**src/efr_pkg.sv**
```systemverilog
// Shared types and constants for the escaped API frame receiver.
`timescale 1ns / 1ps
`default_nettype none

package efr_pkg;

    localparam logic [7:0] START_CODE = 8'h7E;
    localparam logic [7:0] ESC_CODE   = 8'h7D;
    localparam logic [7:0] ESC_XOR    = 8'h20;
    localparam logic [7:0] SUM_GOOD   = 8'hFF;

    typedef enum logic [1:0] {
        EV_DATA = 2'd0,
        EV_GOOD = 2'd1,
        EV_FAIL = 2'd2,
        EV_LONG = 2'd3
    } efr_event_t;

    typedef struct packed {
        efr_event_t  event_res;
        logic [7:0]  data_byte;
        logic [7:0]  byte_index;
        logic [7:0]  frame_type;
        logic [7:0]  data_length;
    } efr_result_t;

endpackage

`default_nettype wire

```
**src/efr_parser.sv**
```systemverilog
// Frame parser: state registers and per-byte decode of escaped frames.
`timescale 1ns / 1ps
`default_nettype none

module efr_parser #(
    parameter int MAX_POSITION = 64
) (
    input  wire logic                clk,
    input  wire logic                rst_n,
    input  wire logic                take,
    input  wire logic [7:0]          rx_byte,
    output logic                     res_valid,
    output efr_pkg::efr_result_t     res
);

    localparam int PW = $clog2(MAX_POSITION + 2);

    logic [PW-1:0] pos_reg, pos_next;
    logic          esc_reg, esc_next;
    logic [7:0]    sum_reg, sum_next;
    logic [7:0]    len_reg, len_next;
    logic [7:0]    type_reg, type_next;

    logic [7:0]    dec_byte;
    logic [7:0]    sum_add;
    logic [8:0]    pos_wide;

    assign dec_byte = esc_reg ? (rx_byte ^ efr_pkg::ESC_XOR) : rx_byte;
    assign pos_wide = 9'(pos_reg);
    assign sum_add  = (pos_wide >= 9'd3) ? (sum_reg + dec_byte) : sum_reg;

    always_comb
    begin
        pos_next             = pos_reg;
        esc_next             = esc_reg;
        sum_next             = sum_reg;
        len_next             = len_reg;
        type_next            = type_reg;
        res_valid            = 1'b0;
        res.event_res        = efr_pkg::EV_DATA;
        res.data_byte        = 8'd0;
        res.byte_index       = 8'd0;
        res.frame_type       = type_reg;
        res.data_length      = 8'd0;

        if (rx_byte == efr_pkg::START_CODE)
        begin
            // start byte always opens a fresh frame
            pos_next = PW'(1);
            sum_next = 8'd0;
            esc_next = 1'b0;
        end
        else if (pos_reg == '0)
        begin
            // idle: drop the byte
        end
        else if (!esc_reg && rx_byte == efr_pkg::ESC_CODE)
        begin
            esc_next = 1'b1;
        end
        else
        begin
            esc_next = 1'b0;
            sum_next = sum_add;
            if (pos_wide == 9'd1)
            begin
                pos_next = PW'(2);
            end
            else if (pos_wide == 9'd2)
            begin
                len_next = dec_byte;
                pos_next = PW'(3);
            end
            else if (pos_wide == 9'd3)
            begin
                type_next = dec_byte;
                pos_next  = PW'(4);
            end
            else if (pos_wide > 9'(MAX_POSITION))
            begin
                res_valid       = 1'b1;
                res.event_res   = efr_pkg::EV_LONG;
                res.data_length = 8'(pos_wide - 9'd4);
                pos_next        = '0;
                sum_next        = 8'd0;
            end
            else if (pos_wide == ({1'b0, len_reg} + 9'd3))
            begin
                res_valid       = 1'b1;
                res.data_length = 8'(pos_wide - 9'd4);
                if (sum_add == efr_pkg::SUM_GOOD)
                begin
                    res.event_res = efr_pkg::EV_GOOD;
                    res.data_byte = dec_byte;
                end
                else
                begin
                    res.event_res = efr_pkg::EV_FAIL;
                end
                pos_next = '0;
                sum_next = 8'd0;
            end
            else
            begin
                res_valid      = 1'b1;
                res.event_res  = efr_pkg::EV_DATA;
                res.data_byte  = dec_byte;
                res.byte_index = 8'(pos_wide - 9'd4);
                pos_next       = pos_reg + PW'(1);
            end
        end
    end

    always_ff @(posedge clk or negedge rst_n)
    begin
        if (!rst_n)
        begin
            pos_reg  <= '0;
            esc_reg  <= 1'b0;
            sum_reg  <= 8'd0;
            len_reg  <= 8'd0;
            type_reg <= 8'd0;
        end
        else if (take)
        begin
            pos_reg  <= pos_next;
            esc_reg  <= esc_next;
            sum_reg  <= sum_next;
            len_reg  <= len_next;
            type_reg <= type_next;
        end
    end

endmodule

`default_nettype wire

```
**src/efr_out_buf.sv**
```systemverilog
// Result register with skid stage between parser and output channel.
`timescale 1ns / 1ps
`default_nettype none

module efr_out_buf (
    input  wire logic                 clk,
    input  wire logic                 rst_n,
    input  wire logic                 push,
    input  wire efr_pkg::efr_result_t push_data,
    output logic                      space,
    output logic                      out_valid,
    input  wire logic                 out_ready,
    output efr_pkg::efr_result_t      out_data
);

    logic                  main_valid_reg;
    logic                  skid_valid_reg;
    efr_pkg::efr_result_t  main_reg;
    efr_pkg::efr_result_t  skid_reg;
    logic                  pop;

    assign pop       = main_valid_reg && out_ready;
    assign space     = !skid_valid_reg;
    assign out_valid = main_valid_reg;
    assign out_data  = main_reg;

    always_ff @(posedge clk or negedge rst_n)
    begin
        if (!rst_n)
        begin
            main_valid_reg <= 1'b0;
            skid_valid_reg <= 1'b0;
        end
        else if (pop)
        begin
            if (skid_valid_reg)
            begin
                skid_valid_reg <= 1'b0;
            end
            else
            begin
                main_valid_reg <= push;
            end
        end
        else if (push)
        begin
            if (main_valid_reg)
            begin
                skid_valid_reg <= 1'b1;
            end
            else
            begin
                main_valid_reg <= 1'b1;
            end
        end
    end

    // payload: advance skid into main on pop, else load where the push lands
    always_ff @(posedge clk)
    begin
        if (pop)
        begin
            if (skid_valid_reg)
            begin
                main_reg <= skid_reg;
            end
            else if (push)
            begin
                main_reg <= push_data;
            end
        end
        else if (push)
        begin
            if (main_valid_reg)
            begin
                skid_reg <= push_data;
            end
            else
            begin
                main_reg <= push_data;
            end
        end
    end

endmodule

`default_nettype wire

```
**src/escaped_api_frame_receiver.sv**
```systemverilog
// Top level of the escaped API frame receiver.
//
// Input channel: one raw serial byte (rx_byte) per transfer on in_valid /
// in_ready. Output channel: at most one result per input byte on
// out_valid / out_ready, carrying event_res (data, frame good, checksum
// failure, frame too long), data_byte, byte_index, frame_type and
// data_length as separate ports.
// A result is registered: it lands in the result register, or in the skid
// stage when the result register holds an item that is not taken in that
// cycle. Throughput: one byte per cycle while the skid stage is free, set
// by the combinational decode between parser state and result registers.
// Start, escape and header bytes produce no result; they only update the
// parser state.
// Reset (rst_n low, asynchronous) returns the parser to idle with the
// checksum, escape flag, stored length and type cleared, and empties the
// output stage.
// Stall: when out_ready is held low the result register holds its item and
// one further result lands in the skid stage; in_ready drops only while the
// skid stage is occupied, so at most two results wait.
`timescale 1ns / 1ps
`default_nettype none

module escaped_api_frame_receiver #(
    parameter int MAX_POSITION = 64
) (
    input  wire logic        clk,
    input  wire logic        rst_n,
    input  wire logic        in_valid,
    output logic             in_ready,
    input  wire logic [7:0]  rx_byte,
    output logic             out_valid,
    input  wire logic        out_ready,
    output logic [1:0]       event_res,
    output logic [7:0]       data_byte,
    output logic [7:0]       byte_index,
    output logic [7:0]       frame_type,
    output logic [7:0]       data_length
);

    logic                  take;
    logic                  res_valid;
    logic                  space;
    efr_pkg::efr_result_t  res;
    efr_pkg::efr_result_t  out_data;

    // accept a byte whenever the skid stage is free
    assign in_ready = space;
    assign take     = in_valid && in_ready;

    efr_parser #(
        .MAX_POSITION (MAX_POSITION)
    ) u_parser (
        .clk       (clk),
        .rst_n     (rst_n),
        .take      (take),
        .rx_byte   (rx_byte),
        .res_valid (res_valid),
        .res       (res)
    );

    // hold results here until the receiver takes them
    efr_out_buf u_out_buf (
        .clk       (clk),
        .rst_n     (rst_n),
        .push      (take && res_valid),
        .push_data (res),
        .space     (space),
        .out_valid (out_valid),
        .out_ready (out_ready),
        .out_data  (out_data)
    );

    assign event_res   = out_data.event_res;
    assign data_byte   = out_data.data_byte;
    assign byte_index  = out_data.byte_index;
    assign frame_type  = out_data.frame_type;
    assign data_length = out_data.data_length;

endmodule

`default_nettype wire

```
**config.mk**
```make
export PLATFORM = sky130hd
export DESIGN_NAME = escaped_api_frame_receiver
export DESIGN_NICKNAME = d
export VERILOG_FILES = /design/src/efr_pkg.sv /design/src/efr_parser.sv /design/src/efr_out_buf.sv /design/src/escaped_api_frame_receiver.sv
export SDC_FILE = /design/constraint.sdc
export NUM_CORES = 1
export LEC_CHECK = 0
export BUFFER_PORTS_ARGS = -buffer_cell sky130_fd_sc_hd__buf_2
export CORE_ASPECT_RATIO = 0.75
export CORE_MARGIN = 3
export CORE_UTILIZATION = 40
export CTS_BUF_LIST = sky130_fd_sc_hd__clkbuf_4
export CTS_CLUSTER_SIZE = 20
export DETAILED_ROUTE_END_ITERATION = 12
export PLACE_DENSITY = 0.59
export SLEW_MARGIN = 40
export SYNTH_ARGS = -nofsm -noshare
export SYNTH_HDL_FRONTEND = slang
export SYNTH_SLANG_ARGS = --single-unit
```
**constraint.sdc**
```tcl
create_clock -name clk -period 4.4 [get_ports clk]
set_clock_uncertainty 0.2 [all_clocks]
set_input_delay 0.88 -clock clk [delete_from_list [all_inputs] [get_ports clk]]
set_output_delay 0.88 -clock clk [all_outputs]
set_load 0.01 [all_outputs]
```
# ---- After elaboration in Yosys (flattened, before gate mapping)
# Index checks and enable logic that the tools add are counted.
dict set report word_totals {
  ff_bits 102
  word_cells 117
}
dict set report op_classes {
  n_addsub 4
  n_lt_le_gt_ge 2
  n_eq_ne 11
  muxes 58
  bitwise_logic 7
  n_reduce_logical 18
}
# op count
set ops {}
lappend ops {{34-bit two-way mux} 5}
lappend ops {{8-bit two-way mux} 19}
lappend ops {{18-bit two-way mux} 6}
lappend ops {{7-bit two-way mux} 8}
lappend ops {{8-bit by 7-bit equality test with 1-bit output, second input constant} 2}
lappend ops {{16-bit two-way mux} 1}
lappend ops {{1-bit two-way mux} 15}
lappend ops {{7-bit by 2-bit equality test with 1-bit output, second input constant} 2}
lappend ops {{10-bit two-way mux} 1}
lappend ops {{8-bit by 2-bit adder with 9-bit output, second input constant} 1}
lappend ops {{7-bit by 9-bit equality test with 1-bit output} 1}
lappend ops {{3-bit AND reduction} 3}
lappend ops {{8-bit adder} 1}
lappend ops {{8-bit equality test, second input constant} 1}
lappend ops {{7-bit by 3-bit subtractor with 8-bit output, second input constant} 1}
lappend ops {{7-bit by 1-bit adder with 7-bit output, second input constant} 1}
lappend ops {{7-bit by 1-bit equality test with 1-bit output, second input constant} 1}
lappend ops {{7-bit by 2-bit >= comparator with 1-bit output, second input constant} 1}
lappend ops {{7-bit > comparator, second input constant} 1}
lappend ops {{7-bit logical NOT} 1}
lappend ops {{1-bit inverter} 7}
lappend ops {{7-bit AND reduction} 1}
lappend ops {{6-bit two-way mux} 1}
lappend ops {{2-bit AND reduction} 3}
lappend ops {{other kinds (7)} 16}

# ---- Logic depth before layout (Yosys ltp)
# Gate-level depths: netlist of run 1.
dict set report logic_depth {
  word_depth 17
  mapped_depth 12
  mapped_depth_nobuf 10
}

# ---- Cells and area by module
# Synthesis of run 1 repeated with hierarchy kept, for this count alone.
dict set report hier_totals {
  hier_cells 407
  hier_area_um2 5273.8
}
# module n_inst cells_per_inst area_per_inst_um2 seq_area_each_um2
set by_module_without_submodules {}
lappend by_module_without_submodules {efr_out_buf 1 118 2691.3 2092.0}
lappend by_module_without_submodules {efr_parser 1 287 2570.0 800.8}
lappend by_module_without_submodules {escaped_api_frame_receiver 1 2 12.5 0.0}

# ---- Least setup slack after synthesis of run 1
# No wires, ideal clock.
dict set report synth_timing {
  kind {register to register}
  startpoint {register u_parser.pos_reg[0]}
  endpoint {register u_out_buf.skid_reg[0] (netlist bit) (enable)}
  setup_time_ps 475
  arrival_ps 4108
  setup_slack_ps -383
  stages_incl_launch_ff 6
  n_path_buf 0
  period_less_slack_ps 4783
  path_cell_list {dfrtp_1 clkinv_1 ha_1 o41ai_2 nand3_1 nor3b_1}
}
dict set report synth_between {
  elab_chain_cells 9
  word_cells_on_any_way 12
  cone_classes {eq/ne: 3; mux: 6; reduce/logical: 3}
}
# item line_no
set synth_rtl {}
lappend synth_rtl {{from (decl)} efr_parser.sv:18} ;# logic [PW-1:0] pos_reg, pos_next;
lappend synth_rtl {{from (signal assigned)} efr_parser.sv:126} ;# pos_reg <= pos_next;
lappend synth_rtl {{7-bit by 2-bit equality test with 1-bit output} efr_parser.sv:74} ;# else if (pos_wide == 9'd3)
lappend synth_rtl {{1-bit two-way mux} efr_parser.sv:74}
lappend synth_rtl {{1-bit two-way mux} efr_parser.sv:69} ;# else if (pos_wide == 9'd2)
lappend synth_rtl {{1-bit two-way mux} efr_parser.sv:65} ;# if (pos_wide == 9'd1)
lappend synth_rtl {{1-bit two-way mux} efr_parser.sv:57} ;# else if (!esc_reg && rx_byte == efr_pkg::ESC_CODE)
lappend synth_rtl {{1-bit two-way mux (*)} efr_parser.sv:53} ;# else if (pos_reg == '0)
lappend synth_rtl {{1-bit two-way mux (*)} efr_parser.sv:46} ;# if (rx_byte == efr_pkg::START_CODE)
lappend synth_rtl {{1-bit logical AND (*)} escaped_api_frame_receiver.sv:65} ;# .push (take && res_valid),
lappend synth_rtl {{3-bit AND reduction (no source line) (*)} n/a}
lappend synth_rtl {{to (signal assigned)} efr_out_buf.sv:76} ;# skid_reg <= push_data;
lappend synth_rtl {{to (decl)} efr_out_buf.sv:19} ;# efr_pkg::efr_result_t skid_reg;
# Every way passes the cells marked *; elsewhere a longest branch is shown, timed or not.
# A chain may end at the register's enable or synchronous reset.

# ---- Final worst setup path of run 1
dict set report layout_timing {
  startpoint {register u_parser.pos_reg[2]}
  endpoint {register u_out_buf.main_reg (netlist bit u_out_buf.out_data[25]) (data pin)}
}
dict set report layout_between {
  elab_chain_cells 15
  word_cells_on_any_way 23
  cone_classes {order compare: 2; eq/ne: 5; mux: 15; reduce/logical: 1}
}
# item line_no
set layout_rtl {}
lappend layout_rtl {{7-bit by 2-bit >= comparator with 1-bit output} efr_parser.sv:30} ;# assign sum_add = (pos_wide >= 9'd3) ? (sum_reg + dec_byte) : sum_reg;
lappend layout_rtl {{8-bit two-way mux} efr_parser.sv:30}
lappend layout_rtl {{8-bit equality test} efr_parser.sv:91} ;# if (sum_add == efr_pkg::SUM_GOOD)
lappend layout_rtl {{8-bit two-way mux} efr_parser.sv:91}
lappend layout_rtl {{10-bit two-way mux} efr_parser.sv:87} ;# else if (pos_wide == ({1'b0, len_reg} + 9'd3))
lappend layout_rtl {{16-bit two-way mux} efr_parser.sv:79} ;# else if (pos_wide > 9'(MAX_POSITION))
lappend layout_rtl {{18-bit two-way mux} efr_parser.sv:74}
lappend layout_rtl {{18-bit two-way mux} efr_parser.sv:69}
lappend layout_rtl {{18-bit two-way mux} efr_parser.sv:65}
lappend layout_rtl {{18-bit two-way mux} efr_parser.sv:57}
lappend layout_rtl {{18-bit two-way mux (*)} efr_parser.sv:53}
lappend layout_rtl {{18-bit two-way mux (*)} efr_parser.sv:46}
lappend layout_rtl {{34-bit two-way mux, on equally long branches} {efr_out_buf.sv:74, efr_out_buf.sv:67}}
lappend layout_rtl {{34-bit two-way mux, on equally long branches} {efr_out_buf.sv:72, efr_out_buf.sv:63}}
lappend layout_rtl {{34-bit two-way mux (*)} efr_out_buf.sv:61} ;# if (pop)
lappend layout_rtl {{to (signal assigned)} efr_out_buf.sv:65} ;# main_reg <= skid_reg;
lappend layout_rtl {{to (signal assigned)} efr_out_buf.sv:69} ;# main_reg <= push_data;
lappend layout_rtl {{to (signal assigned)} efr_out_buf.sv:80} ;# main_reg <= push_data;
lappend layout_rtl {{to (decl)} efr_out_buf.sv:18} ;# efr_pkg::efr_result_t main_reg;
# Every way passes the cells marked *; elsewhere a longest branch is shown, timed or not. The select of a mux whose other input is x is not followed.

==> flow_summary.toml, run 1 <==
[timing]
finalHoldViolations = 0
timing.final.crit_share = 0.838
fmax_mhz = 271
min_period_ns = 3.69
fin_hold_ws_ns = 0.153
setup_viol = 0
slew_viol_final = 0
fin_ws_ns = 0.713
slew_headroom = 0.466
timing.setup.tns_ns = 0
rsz0062_at_grt = "false"
tightest_slew_ns = 0.799

[layout]
postLayoutCoreUtil = 0.457
final_cell_mix = "nand2_1, edfxtp_1, buf_2, nor2_1, dfrtp_1"
final_cells = 672
diodes = 0
layout_commonest_cell = "nand2_1"
areaGrowthSynthToFinish_pct = 10.7
fin_area_um2 = 5690
final_layout_size_suffix_gt1_frac = 0.208
fin_nets = 529

[drt]
antenna_left = 0
drcViolationCount = 0
drt_first_pass_iters = 4
wl_um = 11900
viasPerCell = 5.51
vias = 3705
drt_iter0_drc = 277
wire_per_inst_um = 17.7

[die]
fp.dieH_um = 104
dieArea_um2 = 14300
core_area_um2 = 12400
io_pins = 48
start_util = 0.413
rows = 35
die_w_um = 137

[critical_path]
critPathLaunchType = "flop"
ff2ff_path_depth = 10
critPathKind = "reg -> reg"
arrival_ns = 3.67
crit_start = "u_parser.pos_reg[2]"
required_ns = 4.39
critPathMaxFanout = 18
r2r-start = "u_parser.pos_reg[2]"
r2r_setup_slack_ns = 0.71
critical_path.endpoint_type = "flop"
reg2reg_to = "u_out_buf.out_data[25]"

[power]
p_per_area_nw_per_um2 = 743
power_mw = 4.23
leakage_nw = 2.29
ir_drop_uv = 256

[clock_network]
cts_buffer_depth = 2
cts_resized = 0
clk_pin_slew_ns = 0.17
cts_sinks = 102
holdBufCountCts = 0
cts_root_buf = "clkbuf_4"
cts_setup_buffers = 0
insertion_delay_ns = 0.46
cts_htree_levels = 3
cts_tree = "built"
cts_buffers = 9

[synth]
synth_fp_nets = 483
yosys_warnings = 0
ys_seq_area_frac = 0.563
synth_edf_count = 68
synth-async-reset-ratio = 0.333
syn_inst = 456
synth_area_um2 = 5140
synth.distinct_cells = 64
syn_avg_cell_area_um2 = 11.3
ys.flop_type = "edfxtp_1"
synth_seq_cells = 102

[global_routing]
grt_pass1_wl_um = 19300
grt_max_degree = 35
first_global_vias = 3562
overflow = 0
grtUsageTotal = 0.174
antenna_found_initial = 0

[placement]
post-place-ws_ns = 0.322
place_area_um2 = 5570
routabilityCongestion = 0.847
dp_hpwl_um = 8300
dp.cells = 657
io_buffers = 47

[outcome]
status = "complete, no violations"

[job]
maxCapViolCount = 0

[worst_hold_path]
hold_path_class = "in -> async"
synth_stat cells, types with 2 or more instances:
library cell | n | area share
buf_2 | 5 | 0.0049
nand3_1 | 13 | 0.013
or2_2 | 3 | 0.0037
nor2b_1 | 7 | 0.0085
xor2_1 | 4 | 0.0068
o21a_1 | 3 | 0.0044
o31ai_1 | 20 | 0.029
a21boi_0 | 2 | 0.0029
a21o_1 | 5 | 0.0073
or3_1 | 2 | 0.0024
nor4_1 | 4 | 0.0049
inv_1 | 16 | 0.012
a211oi_1 | 6 | 0.0088
nand4_1 | 4 | 0.0049
mux2i_1 | 6 | 0.012
o21ai_2 | 4 | 0.0068
xnor2_1 | 9 | 0.015
a21oi_1 | 7 | 0.0068
o21ai_0 | 19 | 0.018
buf_6 | 3 | 0.0066
edfxtp_1 | 68 | 0.40
a211o_1 | 3 | 0.0051
o2111ai_1 | 2 | 0.0034
clkbuf_1 | 11 | 0.0080
dfrtp_1 | 34 | 0.17
nor3b_1 | 7 | 0.010
nand2_1 | 75 | 0.055
a22o_1 | 9 | 0.015
nor3_1 | 7 | 0.0068
mux2_2 | 16 | 0.035
ha_1 | 14 | 0.034
nor2_1 | 36 | 0.026
worst max path at each step:
stage	to	slack [ns]
floorplan	u_out_buf.out_data[0]	0.46
global placement	u_out_buf.out_data[25]	0.38
detailed placement	u_out_buf.out_data[25]	0.32
CTS	u_out_buf.out_data[16]	0.59
global route	u_out_buf.out_data[25]	0.50
finish	u_out_buf.out_data[25]	0.71
logic make-up (layout without fill, tap and decap cells):
kind of cell	count (synthesis)	count (layout)	synth area share
muxes	22	22	0.0467
DFF	102	102	0.563
AOI/OAI and AO/OA	96	96	0.138
adders and majority gates	16	16	0.0399
xor gates and xnor gates	13	13	0.0221
buffers and inverters	37	87	0.0326
and+or+nand+nor	170	170	0.158
critical path, cell delays in order, from the launching register on:
cell	delay (ns)
dfrtp_1	0.55
inv_1	0.16
ha_1	0.21
nor4b_2	0.20
buf_4	0.21
a211o_1	0.44
or2b_1	0.27
mux2i_1	0.27
nor3_4	0.10
a31oi_4	0.53
o21ai_0	0.28
area by class of cell:
type	count	area (um^2)
clock buffers	9	67.6
clock inverters	6	52.6
fillers	1198	6750
inverters	17	63.8
multi-input cells	317	2110
flip-flops and latches	102	2890
well taps	166	208
repair buffers	55	298
report_power, final:
group	total, mW	internal, mW	leakage (nW)	switching [mW]
Clock	0.461	0.122	0.0609	0.339
Sequential	1.70	1.50	1.06	0.209
Combinational	2.06	0.802	1.17	1.26
Total	4.23	2.42	2.29	1.81
layer usage:
layer	share of wire	track usage	vias up
li1	-	-	1769
met1	0.51	0.261	1829
met2	0.43	0.258	92
met3	0.051	0.0377	15
met4	0.0099	0.0385	0
met5	0	0	-
No activity file was read; power rests on OpenSTA's default activity.
==> inputs of run 2 (changes only) <==
Clock period 4.4 ns to 3.3 ns, I/O delays scaled along.
==> flow_summary.toml, run 2 (same netlist as run 1, synthesis figures left out) <==
[timing]
tightest_slew_ns = 0.600
slew_headroom = 0.600
rsz0062_at_grt = "false"
timing.final.crit_share = 0.954
setup_viol = 0
fin_ws_ns = 0.153
fin_hold_ws_ns = 0.232
finalHoldViolations = 0
slew_viol_final = 0
fmax_mhz = 318
min_period_ns = 3.15

[placement]
routabilityCongestion = 0.866
dp_hpwl_um = 8610
io_buffers = 47
post-place-ws_ns = -0.102
place_area_um2 = 5920

[layout]
layout_commonest_cell = "nand2_1"
postLayoutCoreUtil = 0.489
areaGrowthSynthToFinish_pct = 18.3
final_cell_mix = "nand2_1, edfxtp_1, buf_2, buf_4, nor2_1"
fin_area_um2 = 6080
diodes = 0
final_layout_size_suffix_gt1_frac = 0.275
fin_nets = 571

[drt]
drt_iter0_drc = 326
drt_first_pass_iters = 4
drcViolationCount = 0
vias = 3866
viasPerCell = 5.41
antenna_left = 0
wl_um = 12000
wire_per_inst_um = 16.8

[die]
dieArea_um2 = 14300
io_pins = 48
fp.dieH_um = 104
core_area_um2 = 12400
rows = 35
die_w_um = 137
start_util = 0.413

[power]
ir_drop_uv = 327
p_per_area_nw_per_um2 = 998
leakage_nw = 2.52

[outcome]
status = "complete, no violations"

[worst_hold_path]
hold_path_class = "in -> reg"

[clock_network]
cts_sinks = 102
cts_root_buf = "clkbuf_4"
cts_buffers = 9
cts_tree = "built"
cts_htree_levels = 3
cts_buffer_depth = 2
clk_pin_slew_ns = 0.17
insertion_delay_ns = 0.45

[job]
maxCapViolCount = 0

[critical_path]
critPathKind = "reg -> reg"
arrival_ns = 3.17
critPathMaxFanout = 11
critical_path.endpoint_type = "flop"
required_ns = 3.32
critPathLaunchType = "flop"

[global_routing]
antenna_found_initial = 0
grt_max_degree = 50
grt_pass1_wl_um = 19500
overflow = 0
first_global_vias = 3631
grtUsageTotal = 0.175
==> run 2: changes by cell type in the layout (fill, tap and decap cells not counted), sizes merged <==
cell	change
dlygate4sd3	+1
clkinvlp	-2
buf	+41
clkinv	+1
inv	+2
==> run 2: critical path, stage by stage, from the launching register on <==
cell,delay [ns]
dfrtp_2,0.50
xor2_1,0.19
ha_1,0.23
or4_1,0.52
o22ai_1,0.18
mux2i_1,0.25
xor2_1,0.28
a31oi_4,0.21
a221o_1,0.36
==> run 2: worst paths after layout <==
| path | from | to | slack, ns | cells past startpoint |
|---|---|---|---|---|
| max in group asynchronous | rst_n | u_parser.pos_reg[3] | 2.01 | 3 |
| max | u_parser.esc_reg | u_out_buf.out_data[33] | 0.15 | 8 |
| min reg2reg | u_parser.type_reg[2] | u_out_buf.skid_reg[10] | 0.28 | 0 |
| min in group asynchronous | rst_n | u_parser.sum_reg[1] | 0.44 | 2 |
| max reg2reg | u_parser.esc_reg | u_out_buf.out_data[33] | 0.15 | 8 |
| min | out_ready | u_out_buf.skid_valid_reg | 0.23 | 2 |
==> run 2: power breakdown <==
part | internal (mW) | total, mW | switching [mW]
clock | 0.176 | 0.637 | 0.461
sequential | 1.99 | 2.24 | 0.249
combinational | 1.41 | 3.19 | 1.78
total | 3.58 | 6.07 | 2.49
==> run 2: area by class of cell <==
class                           instances  area, um^2
Inverter                               17        63.8
Fill cell                            1169        6360
Clock inverter                          7        63.8
Clock buffer                            9        67.6
Timing Repair Buffer                   97         671
Multi-Input combinational cell        317        2110
Tap cell                              166         208
Sequential cell                       102        2900
==> run 2: stage by stage <==
stage	power [mW]	TNS (ns)	cells
finish	6.07	0	715
global route	6.55	0	715
CTS	6.08	0	715
detailed placement	5.43	-0.686	698
global placement	5.36	-0.166	697
floorplan	4.26	0	456
==> run 2: timing repair <==
action	4_1_cts	5_1_grt
hold buffers	1	0
gates resized for setup	0	5
buffers inserted	0	0
hold endpoints to repair	13	0
endpoints found under the setup margin	0	11
==> run 2: layer usage <==
metal	wire [um]	part of all wire	vias to the layer above	GRT usage
li1	-	-	1849	-
met1	6010	0.50	1902	0.277
met2	5240	0.44	106	0.246
met3	624	0.052	9	0.0338
met4	118	0.0098	0	0.0406
met5	0	0	-	0
==> inputs of run 3 (changes only) <==
==> constraint.sdc (replaced) <==
create_clock -name clk -period 3.3 [get_ports clk]
set_clock_uncertainty 0.2 [all_clocks]
set_input_delay 0.33 -clock clk [delete_from_list [all_inputs] [get_ports clk]]
set_output_delay 0.33 -clock clk [all_outputs]
set_load 0.01 [all_outputs]
==> flow_summary.toml, run 3 (same netlist as run 1, synthesis figures left out) <==
[clock_network]
cts_root_buf = "clkbuf_4"
cts_sinks = 102
cts_htree_levels = 3
cts_buffer_depth = 2
cts_buffers = 9
insertion_delay_ns = 0.47
clk_pin_slew_ns = 0.16
cts_tree = "built"

[critical_path]
critPathLaunchType = "flop"
required_ns = 3.34
critical_path.endpoint_type = "flop"
r2r_setup_slack_ns = 0.15
crit_start = "u_parser.esc_reg"
critPathMaxFanout = 12
critPathKind = "reg -> reg"
r2r-start = "u_parser.esc_reg"
arrival_ns = 3.19

[drt]
wl_um = 11600
drt_iter0_drc = 300
antenna_left = 0
drcViolationCount = 0
drt_first_pass_iters = 4
vias = 3754
wire_per_inst_um = 16.5
viasPerCell = 5.35

[die]
rows = 35
start_util = 0.413
dieArea_um2 = 14300
die_w_um = 137
fp.dieH_um = 104
core_area_um2 = 12400
io_pins = 48

[layout]
layout_commonest_cell = "nand2_1"
final_cells = 702
fin_nets = 558
final_layout_size_suffix_gt1_frac = 0.246
areaGrowthSynthToFinish_pct = 16.1
diodes = 0
final_cell_mix = "nand2_1, edfxtp_1, buf_2, nor2_1, dfrtp_1"

[power]
p_per_area_nw_per_um2 = 991
ir_drop_uv = 383
leakage_nw = 2.45

[job]
maxCapViolCount = 0

[placement]
io_buffers = 47
dp_hpwl_um = 8420
dp.cells = 678
routabilityCongestion = 0.889

[timing]
setup_viol = 0
timing.final.crit_share = 0.955
rsz0062_at_grt = "false"
tightest_slew_ns = 0.688
finalHoldViolations = 0
fin_hold_ws_ns = 0.0238
slew_viol_final = 0
timing.setup.tns_ns = 0
min_period_ns = 3.15
slew_headroom = 0.541
fmax_mhz = 317

[global_routing]
first_global_vias = 3612
grt_max_degree = 35
grtUsageTotal = 0.172
grt_pass1_wl_um = 19300
antenna_found_initial = 0
overflow = 0

[outcome]
status = "complete, no violations"

[worst_hold_path]
hp-start = "in_valid"
hold_path_class = "in -> reg"
==> run 3: layout make-up <==
| type | instances | area (um^2) |
|---|---|---|
| tap | 166 | 208 |
| timing repair buffer | 84 | 551 |
| multi-input combinational | 317 | 2100 |
| clock buffer | 10 | 75.1 |
| inverter | 17 | 63.8 |
| clock inverter | 6 | 76.3 |
| sequential | 102 | 2890 |
| fill | 1161 | 6470 |
==> run 3: worst max-delay path: stages (launching register included) <==
cell	delay (ns)
dfrtp_1	0.47
xor2_1	0.21
ha_1	0.25
or4_1	0.50
o22ai_1	0.19
mux2i_1	0.24
xor2_1	0.20
buf_4	0.15
a31oi_4	0.17
a221o_1	0.37
==> run 3: power breakdown <==
part	internal, mW	total [mW]	switching [mW]
sequential	1.99	2.24	0.251
combinational	1.26	2.97	1.71
clock	0.253	0.699	0.446
==> run 3: per-stage QoR <==
stage          cell area [um^2]  worst slack, ns  total power, mW   util
2_1_floorplan              5160           0.0349             4.26      -
3_3_place_gp               5740            0.191             5.14  0.462
5_1_grt                    5970          0.00633             6.39  0.480
3_5_place_dp               5740           0.0840             5.20  0.462
6_report                   5970            0.149             5.91  0.480
4_1_cts                    5930           0.0718             5.90  0.477
==> run 3: what timing repair did <==
item,4_1_cts,5_1_grt
endpoints found under the hold margin,38,0
resized for setup,0,2
setup buffers,0,4
hold buffers,4,0
setup endpoints to repair,0,15
==> run 3: worst paths after layout <==
kind                                             to  cells after the start
min                        u_out_buf.skid_valid_reg                      3
max in group asynchronous       u_parser.pos_reg[3]                      2
min in group asynchronous       u_out_buf.out_valid                      2
max                          u_out_buf.out_data[33]                      9
max reg2reg                  u_out_buf.out_data[33]                      9
min reg2reg                   u_out_buf.skid_reg[9]                      0
==> run 3: routing by layer <==
metal  part of all wire  wire, um  GRT usage  vias to the layer above
met1               0.51      5950      0.266                     1811
met3              0.056       645     0.0421                        5
met4             0.0059        68     0.0299                        0
met2               0.43      4930      0.248                      116
li1                   -         -          -                     1822
met5                  0         0          0                        -
